<file path="config.mk">
export PLATFORM = sky130hd
export DESIGN_NAME = pgcopy_binary_stream_deframer_core
export DESIGN_NICKNAME = d
export VERILOG_FILES = /design/src/rtl/core/pgsd_pkg.sv /design/src/rtl/core/pgsd_front.sv /design/src/rtl/core/pgsd_queue.sv /design/src/rtl/core/pgsd_parse.sv /design/src/rtl/core/pgcopy_binary_stream_deframer_core.sv
export SDC_FILE = /design/constraint.sdc
export NUM_CORES = 1
export LEC_CHECK = 0
export ABC_CLOCK_PERIOD_IN_PS = 4500
export BUFFER_PORTS_ARGS = -buffer_cell sky130_fd_sc_hd__buf_2
export CORE_ASPECT_RATIO = 0.5
export CORE_MARGIN = 2
export CORE_UTILIZATION = 40
export DETAILED_ROUTE_END_ITERATION = 7
export HOLD_SLACK_MARGIN = 0.06
export PLACE_DENSITY = 0.62
export SLEW_MARGIN = 20
export SYNTH_ARGS = -nofsm -noshare
export SYNTH_HDL_FRONTEND = slang
export SYNTH_SLANG_ARGS = --single-unit
</file>
<file path="constraint.sdc">
create_clock -name clock -period 4.5 [get_ports clock]
set_input_delay 0 -clock clock [delete_from_list [all_inputs] [get_ports clock]]
set_output_delay 0 -clock clock [all_outputs]
set_load 0.05 [all_outputs]
</file>
<file path="src/rtl/core/pgsd_pkg.sv">
`timescale 1ns / 1ps

package pgsd_pkg;

   // Column limit; the configured count saturates here.
   localparam int MAX_COLUMNS = 2048;
   localparam int COL_W       = $clog2(MAX_COLUMNS);
   localparam int CNT_W       = 12;

   // Front-to-back queue.
   localparam int QUEUE_DEPTH = 4;
   localparam int QUEUE_AW    = $clog2(QUEUE_DEPTH);

   // Header layout, in bytes.
   localparam logic [4:0] SIG_LEN       = 5'd11;
   localparam logic [4:0] FLAGS_LAST    = 5'd14;
   localparam logic [4:0] HDR_LAST      = 5'd18;
   localparam logic [1:0] FLEN_LAST     = 2'd3;
   localparam logic [15:0] TRAILER_WORD = 16'hFFFF;
   localparam logic [31:0] NULL_LENGTH  = 32'hFFFF_FFFF;

   typedef enum logic [2:0] {
      EV_BYTE  = 3'd0,
      EV_NULL  = 3'd1,
      EV_EMPTY = 3'd2,
      EV_DONE  = 3'd3,
      EV_ERROR = 3'd4
   } evt_type;

   typedef enum logic [3:0] {
      ERR_NONE         = 4'd0,
      ERR_SIGNATURE    = 4'd1,
      ERR_OIDS         = 4'd2,
      ERR_CRITICAL     = 4'd3,
      ERR_NEG_EXT      = 4'd4,
      ERR_TRUNC_EXT    = 4'd5,
      ERR_TRUNC_ROWHDR = 4'd6,
      ERR_COUNT        = 4'd7,
      ERR_TRUNC_LENGTH = 4'd8,
      ERR_NEG_LENGTH   = 4'd9,
      ERR_TRUNC_VALUE  = 4'd10,
      ERR_AFTER_TRAIL  = 4'd11
   } err_type;

   typedef struct packed {
      logic       is_end;
      logic [7:0] data;
   } item_type;

   typedef struct packed {
      evt_type          evt;
      logic [COL_W-1:0] column;
      logic [7:0]       payload;
      logic             field_last;
      logic             row_last;
      err_type          err;
   } result_type;

   // Expected signature byte at a header position.
   function automatic logic [7:0] sig_byte(input logic [3:0] pos);
      logic [7:0] b;
      case (pos)
         4'd0:    b = 8'h50;
         4'd1:    b = 8'h47;
         4'd2:    b = 8'h43;
         4'd3:    b = 8'h4F;
         4'd4:    b = 8'h50;
         4'd5:    b = 8'h59;
         4'd6:    b = 8'h0A;
         4'd7:    b = 8'hFF;
         4'd8:    b = 8'h0D;
         4'd9:    b = 8'h0A;
         default: b = 8'h00;
      endcase
      return b;
   endfunction

endpackage

</file>
<file path="src/rtl/core/pgsd_front.sv">
`timescale 1ns / 1ps

module pgsd_front (
   input  logic               clock,
   input  logic               reset,
   input  logic               req_valid,
   output logic               req_stall,
   input  logic               req_kind,
   input  logic [7:0]         req_data_byte,
   input  logic               q_full,
   output logic               push,
   output pgsd_pkg::item_type item
);

   logic               hold_valid_ff, hold_valid_in;
   pgsd_pkg::item_type hold_item_ff, hold_item_in;
   logic               accept;

   assign push      = hold_valid_ff && !q_full;
   assign req_stall = hold_valid_ff && q_full;
   assign accept    = req_valid && !req_stall;
   assign item      = hold_item_ff;

   always_comb begin
      hold_valid_in = hold_valid_ff;
      hold_item_in  = hold_item_ff;
      if (accept) begin
         hold_valid_in       = 1'b1;
         hold_item_in.is_end = req_kind;
         // data byte means nothing on an end marker
         hold_item_in.data   = req_kind ? 8'h00 : req_data_byte;
      end else if (push) begin
         hold_valid_in = 1'b0;
      end
   end

   always_ff @(posedge clock) begin
      if (reset) begin
         hold_valid_ff <= 1'b0;
      end else begin
         hold_valid_ff <= hold_valid_in;
      end
      hold_item_ff <= hold_item_in;
   end

endmodule

</file>
<file path="src/rtl/core/pgsd_queue.sv">
`timescale 1ns / 1ps

module pgsd_queue (
   input  logic               clock,
   input  logic               reset,
   input  logic               push,
   input  pgsd_pkg::item_type push_item,
   output logic               full,
   input  logic               pop,
   output logic               head_valid,
   output pgsd_pkg::item_type head_item
);

   pgsd_pkg::item_type                 slot_ff [pgsd_pkg::QUEUE_DEPTH];
   logic [pgsd_pkg::QUEUE_AW-1:0]      wr_ptr_ff, wr_ptr_in;
   logic [pgsd_pkg::QUEUE_AW-1:0]      rd_ptr_ff, rd_ptr_in;
   logic [pgsd_pkg::QUEUE_AW:0]        count_ff, count_in;

   assign full       = (count_ff == (pgsd_pkg::QUEUE_AW+1)'(pgsd_pkg::QUEUE_DEPTH));
   assign head_valid = (count_ff != '0);
   assign head_item  = slot_ff[rd_ptr_ff];

   always_comb begin
      wr_ptr_in = push ? wr_ptr_ff + 1'b1 : wr_ptr_ff;
      rd_ptr_in = pop  ? rd_ptr_ff + 1'b1 : rd_ptr_ff;
      count_in  = count_ff;
      if (push && !pop) begin
         count_in = count_ff + 1'b1;
      end else if (pop && !push) begin
         count_in = count_ff - 1'b1;
      end
   end

   always_ff @(posedge clock) begin
      if (reset) begin
         wr_ptr_ff <= '0;
         rd_ptr_ff <= '0;
         count_ff  <= '0;
      end else begin
         wr_ptr_ff <= wr_ptr_in;
         rd_ptr_ff <= rd_ptr_in;
         count_ff  <= count_in;
      end
      if (push) begin
         slot_ff[wr_ptr_ff] <= push_item;
      end
   end

endmodule

</file>
<file path="src/rtl/core/pgsd_parse.sv">
`timescale 1ns / 1ps

module pgsd_parse (
   input  logic                         clock,
   input  logic                         reset,
   input  logic                         csr_wr_en,
   input  logic [pgsd_pkg::CNT_W-1:0]   csr_column_count,
   input  logic                         head_valid,
   input  pgsd_pkg::item_type           head_item,
   output logic                         pop,
   output logic                         out_valid,
   input  logic                         out_stall,
   output pgsd_pkg::result_type         out_res
);

   typedef enum logic [2:0] {
      PH_HEADER,
      PH_HDR_OIDS,
      PH_HDR_CRIT,
      PH_EXT,
      PH_ROWHDR,
      PH_FLEN,
      PH_FDATA,
      PH_TRAILER
   } phase_type;

   localparam logic [pgsd_pkg::CNT_W-1:0] MAX_CNT = pgsd_pkg::CNT_W'(pgsd_pkg::MAX_COLUMNS);

   phase_type                       phase_ff, phase_in;
   logic [4:0]                      pos_ff, pos_in;
   logic [31:0]                     shift_ff, shift_in;
   logic                            sig_bad_ff, sig_bad_in;
   logic [30:0]                     ext_rem_ff, ext_rem_in;
   logic [pgsd_pkg::COL_W-1:0]      col_ff, col_in;
   logic [30:0]                     fld_rem_ff, fld_rem_in;
   logic                            halted_ff, halted_in;
   logic [pgsd_pkg::CNT_W-1:0]      ncol_ff, ncol_in;
   logic                            out_valid_ff, out_valid_in;
   pgsd_pkg::result_type            res_ff, res_in;

   logic                            take;
   logic                            emit;
   pgsd_pkg::result_type            res;
   logic [7:0]                      b;
   logic [31:0]                     shifted;
   logic [15:0]                     w16;
   logic [30:0]                     ext_dec;
   logic [30:0]                     fld_dec;
   logic [pgsd_pkg::CNT_W-1:0]      col_inc;
   logic                            row_end;

   assign take      = !out_valid_ff || !out_stall;
   assign pop       = take && head_valid;
   assign out_valid = out_valid_ff;
   assign out_res   = res_ff;

   assign b       = head_item.data;
   assign shifted = {shift_ff[23:0], b};
   assign w16     = {shift_ff[7:0], b};
   assign ext_dec = ext_rem_ff - 31'd1;
   assign fld_dec = fld_rem_ff - 31'd1;
   assign col_inc = {1'b0, col_ff} + 1'b1;
   assign row_end = (col_inc >= ncol_ff);

   always_comb begin
      phase_in   = phase_ff;
      pos_in     = pos_ff;
      shift_in   = shift_ff;
      sig_bad_in = sig_bad_ff;
      ext_rem_in = ext_rem_ff;
      col_in     = col_ff;
      fld_rem_in = fld_rem_ff;
      halted_in  = halted_ff;
      ncol_in    = ncol_ff;
      emit       = 1'b0;
      res        = '0;
      res.evt    = pgsd_pkg::EV_BYTE;
      res.err    = pgsd_pkg::ERR_NONE;

      // saturate once at write time
      if (csr_wr_en) begin
         ncol_in = (csr_column_count > MAX_CNT) ? MAX_CNT : csr_column_count;
      end

      if (pop && !halted_ff) begin
         if (head_item.is_end) begin
            emit      = 1'b1;
            halted_in = 1'b1;
            res.evt   = pgsd_pkg::EV_ERROR;
            case (phase_ff)
               PH_HEADER, PH_HDR_OIDS, PH_HDR_CRIT: begin
                  if (pos_ff == '0) begin
                     res.evt = pgsd_pkg::EV_DONE;
                  end else begin
                     res.err = pgsd_pkg::ERR_SIGNATURE;
                  end
               end
               PH_EXT:   res.err = pgsd_pkg::ERR_TRUNC_EXT;
               PH_ROWHDR: begin
                  if (pos_ff == '0) begin
                     res.evt = pgsd_pkg::EV_DONE;
                  end else begin
                     res.err = pgsd_pkg::ERR_TRUNC_ROWHDR;
                  end
               end
               PH_FLEN:  res.err = pgsd_pkg::ERR_TRUNC_LENGTH;
               PH_FDATA: res.err = pgsd_pkg::ERR_TRUNC_VALUE;
               default:  res.evt = pgsd_pkg::EV_DONE;
            endcase
         end else begin
            case (phase_ff)
               PH_HEADER, PH_HDR_OIDS, PH_HDR_CRIT: begin
                  if (pos_ff < pgsd_pkg::SIG_LEN) begin
                     if (b != pgsd_pkg::sig_byte(pos_ff[3:0])) begin
                        sig_bad_in = 1'b1;
                     end
                  end else begin
                     shift_in = shifted;
                  end
                  pos_in = pos_ff + 1'b1;
                  if (pos_ff == pgsd_pkg::FLAGS_LAST) begin
                     if (shifted[16]) begin
                        phase_in = PH_HDR_OIDS;
                     end else if (shifted[31:17] != '0) begin
                        phase_in = PH_HDR_CRIT;
                     end
                     shift_in = '0;
                  end else if (pos_ff == pgsd_pkg::HDR_LAST) begin
                     // checks in order: signature, OID flag, critical flags, ext sign
                     if (sig_bad_ff) begin
                        emit    = 1'b1;
                        res.evt = pgsd_pkg::EV_ERROR;
                        res.err = pgsd_pkg::ERR_SIGNATURE;
                     end else if (phase_ff == PH_HDR_OIDS) begin
                        emit    = 1'b1;
                        res.evt = pgsd_pkg::EV_ERROR;
                        res.err = pgsd_pkg::ERR_OIDS;
                     end else if (phase_ff == PH_HDR_CRIT) begin
                        emit    = 1'b1;
                        res.evt = pgsd_pkg::EV_ERROR;
                        res.err = pgsd_pkg::ERR_CRITICAL;
                     end else if (shifted[31]) begin
                        emit    = 1'b1;
                        res.evt = pgsd_pkg::EV_ERROR;
                        res.err = pgsd_pkg::ERR_NEG_EXT;
                     end else begin
                        ext_rem_in = shifted[30:0];
                        shift_in   = '0;
                        pos_in     = '0;
                        phase_in   = (shifted[30:0] != '0) ? PH_EXT : PH_ROWHDR;
                     end
                     halted_in = emit;
                  end
               end
               PH_EXT: begin
                  ext_rem_in = ext_dec;
                  if (ext_dec == '0) begin
                     phase_in = PH_ROWHDR;
                  end
               end
               PH_ROWHDR: begin
                  shift_in = {16'h0000, w16};
                  if (pos_ff == '0) begin
                     pos_in = 5'd1;
                  end else begin
                     pos_in = '0;
                     if (w16 == pgsd_pkg::TRAILER_WORD) begin
                        phase_in = PH_TRAILER;
                     end else if (w16 != {4'h0, ncol_ff}) begin
                        emit      = 1'b1;
                        halted_in = 1'b1;
                        res.evt   = pgsd_pkg::EV_ERROR;
                        res.err   = pgsd_pkg::ERR_COUNT;
                     end else begin
                        shift_in = '0;
                        // zero-column rows carry nothing
                        if (ncol_ff != '0) begin
                           col_in   = '0;
                           phase_in = PH_FLEN;
                        end
                     end
                  end
               end
               PH_FLEN: begin
                  shift_in = shifted;
                  pos_in   = pos_ff + 1'b1;
                  if (pos_ff[1:0] == pgsd_pkg::FLEN_LAST) begin
                     res.column = col_ff;
                     if (shifted == pgsd_pkg::NULL_LENGTH || shifted == '0) begin
                        emit           = 1'b1;
                        res.evt        = shifted[31] ? pgsd_pkg::EV_NULL
                                                     : pgsd_pkg::EV_EMPTY;
                        res.field_last = 1'b1;
                        res.row_last   = row_end;
                        pos_in         = '0;
                        shift_in       = '0;
                        if (row_end) begin
                           phase_in = PH_ROWHDR;
                        end else begin
                           col_in   = col_inc[pgsd_pkg::COL_W-1:0];
                           phase_in = PH_FLEN;
                        end
                     end else if (shifted[31]) begin
                        emit       = 1'b1;
                        halted_in  = 1'b1;
                        res.evt    = pgsd_pkg::EV_ERROR;
                        res.err    = pgsd_pkg::ERR_NEG_LENGTH;
                        res.column = '0;
                     end else begin
                        fld_rem_in = shifted[30:0];
                        shift_in   = '0;
                        pos_in     = '0;
                        phase_in   = PH_FDATA;
                     end
                  end
               end
               PH_FDATA: begin
                  emit        = 1'b1;
                  res.evt     = pgsd_pkg::EV_BYTE;
                  res.column  = col_ff;
                  res.payload = b;
                  fld_rem_in  = fld_dec;
                  if (fld_dec == '0) begin
                     res.field_last = 1'b1;
                     res.row_last   = row_end;
                     pos_in         = '0;
                     shift_in       = '0;
                     if (row_end) begin
                        phase_in = PH_ROWHDR;
                     end else begin
                        col_in   = col_inc[pgsd_pkg::COL_W-1:0];
                        phase_in = PH_FLEN;
                     end
                  end
               end
               default: begin
                  emit      = 1'b1;
                  halted_in = 1'b1;
                  res.evt   = pgsd_pkg::EV_ERROR;
                  res.err   = pgsd_pkg::ERR_AFTER_TRAIL;
               end
            endcase
         end
      end

      out_valid_in = out_valid_ff;
      res_in       = res_ff;
      if (take) begin
         out_valid_in = pop && emit;
         res_in       = res;
      end
   end

   always_ff @(posedge clock) begin
      if (reset) begin
         phase_ff     <= PH_HEADER;
         pos_ff       <= '0;
         shift_ff     <= '0;
         sig_bad_ff   <= 1'b0;
         ext_rem_ff   <= '0;
         col_ff       <= '0;
         fld_rem_ff   <= '0;
         halted_ff    <= 1'b0;
         ncol_ff      <= pgsd_pkg::CNT_W'(1);
         out_valid_ff <= 1'b0;
      end else begin
         phase_ff     <= phase_in;
         pos_ff       <= pos_in;
         shift_ff     <= shift_in;
         sig_bad_ff   <= sig_bad_in;
         ext_rem_ff   <= ext_rem_in;
         col_ff       <= col_in;
         fld_rem_ff   <= fld_rem_in;
         halted_ff    <= halted_in;
         ncol_ff      <= ncol_in;
         out_valid_ff <= out_valid_in;
      end
      res_ff <= res_in;
   end

endmodule

</file>
<file path="src/rtl/core/pgcopy_binary_stream_deframer_core.sv">
`timescale 1ns / 1ps

// Binary COPY stream deframer. Takes the stream one byte per transfer on the
// req_ channel (req_kind 0 = data byte, 1 = end of stream) and emits at most
// one event per input on the rsp_ channel: field payload bytes tagged with
// column, field_last and row_last, null and empty field markers, a clean
// finish, or an error with its code. The 19-byte header (signature, flags,
// extension length) is checked when its last byte arrives; extension bytes
// are skipped; each row must declare csr_column_count fields (values above
// 2048 saturate) or the trailer word. After a finish or error the block
// swallows every further input without a response until reset. Throughput is
// one input byte per clock while rsp_stall is low: a registered front stage
// feeds a four-entry queue, and the byte-at-a-time parser drains one entry
// per clock into a single output register, so an input transfer passes the
// front stage, a queue entry and the output register before its response
// appears. A rsp_stall backs up the queue before req_stall rises. Write
// csr_column_count only while no transfer is in flight; it resets to 1.

module pgcopy_binary_stream_deframer_core (
   input  logic        clock,
   input  logic        reset,
   input  logic        csr_wr_en,
   input  logic [11:0] csr_column_count,
   input  logic        req_valid,
   output logic        req_stall,
   input  logic        req_kind,
   input  logic [7:0]  req_data_byte,
   output logic        rsp_valid,
   input  logic        rsp_stall,
   output logic [2:0]  rsp_event_res,
   output logic [10:0] rsp_column,
   output logic [7:0]  rsp_payload_byte,
   output logic        rsp_field_last,
   output logic        rsp_row_last,
   output logic [3:0]  rsp_error_code
);

   // front stage -> queue
   logic                 push;
   pgsd_pkg::item_type   push_item;
   logic                 q_full;
   // queue -> parser
   logic                 pop;
   logic                 head_valid;
   pgsd_pkg::item_type   head_item;
   pgsd_pkg::result_type res;

   pgsd_front u_front (
      .clock         (clock),
      .reset         (reset),
      .req_valid     (req_valid),
      .req_stall     (req_stall),
      .req_kind      (req_kind),
      .req_data_byte (req_data_byte),
      .q_full        (q_full),
      .push          (push),
      .item          (push_item)
   );

   pgsd_queue u_queue (
      .clock      (clock),
      .reset      (reset),
      .push       (push),
      .push_item  (push_item),
      .full       (q_full),
      .pop        (pop),
      .head_valid (head_valid),
      .head_item  (head_item)
   );

   pgsd_parse u_parse (
      .clock            (clock),
      .reset            (reset),
      .csr_wr_en        (csr_wr_en),
      .csr_column_count (csr_column_count),
      .head_valid       (head_valid),
      .head_item        (head_item),
      .pop              (pop),
      .out_valid        (rsp_valid),
      .out_stall        (rsp_stall),
      .out_res          (res)
   );

   // unpack the result register onto the ports
   assign rsp_event_res    = res.evt;
   assign rsp_column       = res.column;
   assign rsp_payload_byte = res.payload;
   assign rsp_field_last   = res.field_last;
   assign rsp_row_last     = res.row_last;
   assign rsp_error_code   = res.err;

endmodule

</file>
==> qor.csv, run 1 <==
metric;value;unit
Clock Latency Late Sink;530;ps
RSZ-0062 raised after global routing;false;
WP buf/inv;1;
PortBufs;55;
Max VDD drop;0.2438;mV
DIE WIDTH;243.2;um
synth unique cells;81;
syn nets;1383;
via count;10360;
R2R Setup Slk;390;ps
area of the mapped netlist;0.01144;mm^2
first-pass GRT wire length;51450;um
min Tclk post-route;4111;ps
largest net degree at the start of global routing;90;
1st-iter DRT viols;814;
hpwl dp;21410;um
outcome;finished, final reports clean;
CP Launch Type;register;
hold_buf cts;53;
DP Area;0.01203;mm^2
drt via density;5.763;
period utilisation layout;91.36;%
number of max-cap violations;0;
R2R Path Start;u_parse.fld_rem_ff[1];
Worst EP required;4940;ps
CTS Buf Count;22;
Worst Tran Pin Value;1017;ps
Top FF cell, synth;dfxtp_1;
# setup viols final;0;
Top Ports;56;
CTS resizes;0;
fin. max-slew vios;0;
Root Buffer;clkbuf_16;
Critical-path top delay cell;or4b_2;
Clock transition at path regs;60;ps
Tot GR Track Use;21.14;%
FFs w/ async S/R, synth;0;%
ANT cells;0;
Die H;123.6;um
Pre-antenna DRT Iters;5;
register area share after synthesis;43.14;%
Synth Register Bits;210;
area grow syn2layout;16.98;%
post-layout instance area;0.01338;mm^2
wire length per cell;17.76;um
Detail Route Antenna Nets;0;
Final Wtd Congestion;0.9086;
R2R Path End;u_parse.col_ff[7];
hold path endpoint;u_parse.ncol_ff[0];
CP Cell Sequence;inv_1, ha_1, or4b_2, or4_1, xnor2_1, nor3b_1, nand4_1, o21a_4, nor3_1, and3_1, nand3b_1, a21oi_1;
Remaining DRCs;0;
Hold Crit Start;csr_wr_en;
row count;43;
Worst Path Arrival;4550;ps
htree depth;1;
worst-path maximum fanout;11;
final net count;1452;
FMAX;243.3;MHz
Mapped Cells;1331;
Syn Area/Cell;8.594;um^2
Static Leak;5.113;nW
Worst Reg2Reg Path Length in Cells;12;
buffer count from post-CTS setup fixing;0;
nature of the critical path endpoint;register;
CORE AREA;0.02792;mm^2
WL final;31930;um
worst setup path category;register to register;
Worst path top cell family by delay;simple AND/OR/NAND/NOR gates;
layout cells sized above 1;10.81;%
Clock Tree Buf Depth;3;
Fin. Hold Viols;0;
max_slew headroom;32.21;%
setup TNS;0;ps
initial core utilization;40.96;%
initial antenna violation count;0;
Worst Hold Class;primary input to register;
vias in the first global route;9651;
Ys Warns;0;
die footprint;0.03005;mm^2
Post-synth EDFFs;73;
power density over the cells;403.9;mW/mm^2
final setup skew;15.55;ps
Hold Path Cell Cnt;3;
grt ovf;0;
Num Clock Sinks;210;
CTS tree;done;
CP max stage delay;760;ps
fillers;2609;
[synth_stat cells (25+ instances only)]
cell      instances  area (um^2)
clkbuf_1         70        262.8
dfxtp_1         137         2743
nand2_1         108        405.4
inv_1            38        142.6
nand3_1          33        165.2
edfxtp_1         73         2192
a21oi_1         102        510.5
and3_1           32        200.2
a22oi_1          55        412.9
nor3_1           54        270.3
o21ai_0          69        345.3
ha_1             25        312.8
nor4_1           30        187.7
xnor2_1          31        271.5
nor2_1          190        713.2
[power by group]
part | internal, W | switching, W | total, W
Sequential | 0.00211 | 0.0000881 | 0.00220
Clock | 0.00123 | 0.000807 | 0.00204
Combinational | 0.000377 | 0.000789 | 0.00117
[worst reg2reg max path, cell delays in order (launching register included)]
cell	delay, ps
dfxtp_1	330
inv_1	100
ha_1	250
or4b_2	760
or4_1	650
xnor2_1	160
nor3b_1	200
nand4_1	220
o21a_4	350
nor3_1	240
and3_1	460
nand3b_1	120
a21oi_1	180
[cells in the final DEF, fill, tap and decap left out, types with 10 or more instances in the layout]
master         instances
dlygate4sd3_1         53
or4_1                 13
xnor2_1               31
nor2_1               190
a22oi_1               55
a21o_1                13
nor2b_1               12
nand3b_1              14
buf_4                 23
clkbuf_16             22
inv_1                 38
nand4_1               19
nand3_1               33
nor3_1                54
o21ai_0               69
dfxtp_1              137
nor4_1                30
edfxtp_1              73
xor2_1                15
a21oi_1              102
a211oi_1              18
buf_2                 54
and3_1                32
ha_1                  25
or3_1                 14
o31ai_1               10
nand2_1              108
[registers in the layout, indices dropped and copies added (netlist names), named ones only]
register               cells
u_parse.sig_bad_ff         1
u_parse.ncol_ff           12
u_front.item               9
u_queue.count_ff           3
u_parse.out_res           28
u_parse.ext_rem_ff        31
u_queue.wr_ptr_ff          2
u_parse.col_ff            11
u_parse.out_valid          1
u_parse.fld_rem_ff        31
u_queue.rd_ptr_ff          2
u_queue.slot_ff           36
u_parse.halted_ff          1
u_front.hold_valid_ff      1
u_parse.shift_ff          24
u_parse.pos_ff             5
u_parse.phase_ff           3
[final cells by class]
class | count | area [um^2] | area share [%]
repair buffers | 130 | 973.4 | 7.275
inverters | 40 | 150.1 | 1.122
multi-input cells | 996 | 6031 | 45.07
clock buffers | 26 | 585.6 | 4.376
well taps | 382 | 478.0 | 3.572
clock inverters | 14 | 227.7 | 1.702
flip-flops and latches | 210 | 4935 | 36.88
[worst max-delay path by stage]
stage                          startpoint                   end  slack, ps  depth (start not counted)
global placement    u_parse.fld_rem_ff[0]              register        600                         12
CTS                 u_parse.fld_rem_ff[1]     u_parse.col_ff[7]        440                         12
finish              u_parse.fld_rem_ff[1]     u_parse.col_ff[7]        390                         12
detailed placement  u_parse.fld_rem_ff[0]              register        470                         13
global route        u_parse.fld_rem_ff[1]  u_parse.shift_ff[16]        190                         12
floorplan           u_parse.fld_rem_ff[0]              register       1030                         12
[metal layers]
layer / wire (um) / track usage (%) / up-vias
met5: 0 / 0 / -
li1: - / - / 5011
met1: 15350 / 30.66 / 4989
met3: 2145 / 3.685 / 36
met4: 446 / 3.988 / 0
met2: 13990 / 33.43 / 326
[metrics by stage]
stage	hold slack, ps	util, %	setup slack [ps]	std cells	total power, W
6_report	163.2	47.92	389.0	1798	0.005405
5_1_grt	217.5	47.92	193.8	1798	0.005630
4_1_cts	111.1	47.90	441.8	1798	0.005437
3_5_place_dp	228.2	43.09	468.8	1705	0.003367
3_3_place_gp	216.3	43.09	598.1	1705	0.003338
2_1_floorplan	98.87	-	1025	1331	0.003033
[logic make-up after synthesis]
| family | synth area share [%] |
|---|---|
| multiplexers | 2.330 |
| buffers and inverters | 4.353 |
| AO/OA/AOI/OAI | 18.91 |
| XOR/XNOR | 3.522 |
| adder cells (fa/ha/maj) | 3.096 |
| AND/OR/NAND/NOR | 24.64 |
| flip-flops | 43.14 |
Note: power is estimated with default switching activity, not from simulation.
==> inputs of run 2 (changes only) <==
Settings changed: ABC_CLOCK_PERIOD_IN_PS 4500 to 3650, CTS_BUF_LIST from default to sky130_fd_sc_hd__clkbuf_8, PLACE_DENSITY 0.62 to 0.64.
Clock period 4.5 ns to 3.65 ns, I/O delays scaled along.
==> run 2 against run 1 <==
  * Maximum frequency grew 17%
  * Non-clock buffer count grew 54
  * Flip-flop and latch count is the same
  * Hold slack gained 17 ps
  * Critical path depth is the same
  * Sequential power grew 23%
  * Die area is the same
  * Register-to-register slack lost 250 ps
  * Power grew 17%
  * Combinational power grew 35%
==> qor.csv, run 2 (synthesis gave the netlist of run 1 again) <==
metric;value;unit;change
outcome;finished, final reports clean;;
Worst path top cell family by delay;compound AO/OA/AOI/OAI gates;;
initial core utilization;40.96;%;unchanged
Critical Path Source;u_parse.fld_rem_ff[11];;
Remaining DRCs;0;;unchanged
CP Cell Sequence;or4_4, or4_4, o31ai_4, nand4_1, a2111o_1, buf_4, o21ai_4, a31oi_1, o22ai_4, buf_4, a21oi_1, o21ai_0;;
most frequent cells in the layout;190 x nor2_1, 137 x dfxtp_1, 107 x nand2_1, 100 x a21oi_1, 78 x buf_4;;
htree depth;2;;+1
Final WS setup;141.9;ps;-247.2 ps
max reg flops;36;;unchanged
drt via density;5.717;;-0.79%
Root Buffer;clkbuf_8;;
CORE AREA;0.02792;mm^2;unchanged
Critical-path top delay cell;or4_4;;
largest net degree at the start of global routing;76;;-16%
RSZ-0062 raised after global routing;true;;
power density over the cells;458.2;mW/mm^2;+13%
Fin. Hold Viols;0;;unchanged
R2R Path Start;u_parse.fld_rem_ff[11];;
ANT cells;0;;unchanged
# setup viols final;0;;unchanged
DP Area;0.01247;mm^2;+3.7%
Hold Crit Start;csr_column_count[11];;
first-pass GRT wire length;52760;um;+2.6%
Worst Tran Pin Value;921.0;ps;-95.88 ps
final net count;1518;;+4.5%
CTS tree;done;;
Most flops, register;u_queue.slot_ff;;
max_slew headroom;38.60;%;+6.4 points
initial antenna violation count;1;;+1
grt ovf;0;;unchanged
row count;43;;unchanged
fin. max-slew vios;0;;unchanged
setup TNS;0;ps;unchanged
Max VDD drop;0.2469;mV;+1.3%
CP Launch Type;register;;
Worst EP required;4140;ps;-800 ps
number of max-cap violations;0;;unchanged
PortBufs;55;;unchanged
1st-iter DRT viols;965;;+19%
layout cells sized above 1;16.12;%;+5.3 points
Hold Slack;180.7;ps;+17.44 ps
WP buf/inv;2;;+1
vias in the first global route;9831;;+1.9%
DIE WIDTH;243.2;um;unchanged
min Tclk post-route;3508;ps;-602.8 ps
Final Wtd Congestion;0.9223;;+1.5%
Die H;123.6;um;unchanged
commonest non-fill, non-tap cell in the layout;nor2_1;;
area grow syn2layout;20.71;%;
Clock transition at path regs;70;ps;about the same
hpwl dp;22660;um;+5.9%
final setup skew;40.29;ps;+24.73 ps
via count;10700;;+3.2%
CP max stage delay;590;ps;-170 ps
Detail Route Antenna Nets;0;;unchanged
worst setup path category;register to register;;
nature of the critical path endpoint;register;;
Static Leak;5.394;nW;+5.5%
Worst Hold Class;primary input to register;;
worst-path maximum fanout;8;;-3
die footprint;0.03005;mm^2;unchanged
Top Ports;56;;unchanged
Worst Path Arrival;4000;ps;-550 ps
Num Clock Sinks;210;;unchanged
Tot GR Track Use;21.98;%;+0.84 points
CTS Buf Count;34;;+55%
period utilisation layout;96.11;%;+4.8 points
Placement Setup Slack;-9.851;ps;-478.7 ps
Pre-antenna DRT Iters;5;;unchanged
wire length per cell;17.95;um;+1.1%
post-layout instance area;0.01381;mm^2;+3.2%
Clock Latency Late Sink;560;ps;+30 ps
Clock Tree Buf Depth;3;;unchanged
FMAX;285.1;MHz;+17%
top flop regs;u_queue.slot_ff: 36 flops, u_parse.ext_rem_ff: 31 flops, u_parse.fld_rem_ff: 31 flops;;
WL final;33580;um;+5.2%
[run 2: changes by cell type in the layout (fill, tap and decap cells not counted), moves of 5 or more]
cell and change:
nor4_1 -5, clkbuf_8 +38, inv_1 +11, dlygate4sd3_1 -6, clkbuf_16 -21, buf_4 +55
[run 2: metrics by stage]
step	utilization [%]	total power [W]	instances
6_report	49.45	0.006327	1871
4_1_cts	48.78	0.006306	1863
3_3_place_gp	44.67	0.004193	1757
3_5_place_dp	44.67	0.004229	1757
2_1_floorplan	-	0.003739	1331
5_1_grt	49.45	0.006609	1871
[run 2: timing repair]
action | 4_1_cts | 5_1_grt
pin swaps | 0 | 9
cloned | 0 | 1
setup buffers | 0 | 7
gates resized for setup | 3 | 26
hold buffers | 47 | 0
setup endpoints to repair | 23 | 47
endpoints found under the hold margin | 49 | 0
[run 2: tightest hold or removal path, cell delays in order]
cell and delay (ps):
buf_2 140, a21oi_1 180, a221o_1 350
[run 2: metal layers]
layer  up-vias  track usage, %  share of wire [%]
li1       5143               -                  -
met5         -               0              0.039
met1      5131           31.72                 48
met4         2           4.793                1.2
met2       375           33.91                 43
met3        46           4.762                7.6
[run 2: where the power goes]
group          switching (W)  total (W)  internal [W]  leakage [nW]
logic                0.00102    0.00158      0.000561          3.16
clock network       0.000972    0.00204       0.00107         0.375
registers          0.0000990    0.00270       0.00261          1.86
total                0.00209    0.00633       0.00423          5.39
[run 2: path summary, 6_finish.rpt]
check        cells past startpoint  slack (ps)                 end
max                             12         140            register
min                              3         180  u_parse.ncol_ff[0]
max reg2reg                     12         140            register
min reg2reg                      2         450   u_parse.halted_ff
[run 2: area by class of cell]
cell class / instances / area (um^2)
clock buffers: 40 / 550.5
clock inverters: 19 / 110.1
fillers: 2628 / 14120
inverters: 40 / 150.1
multi-input cells: 996 / 6152
flip-flops and latches: 210 / 4935
well taps: 382 / 478.0
repair buffers: 184 / 1431
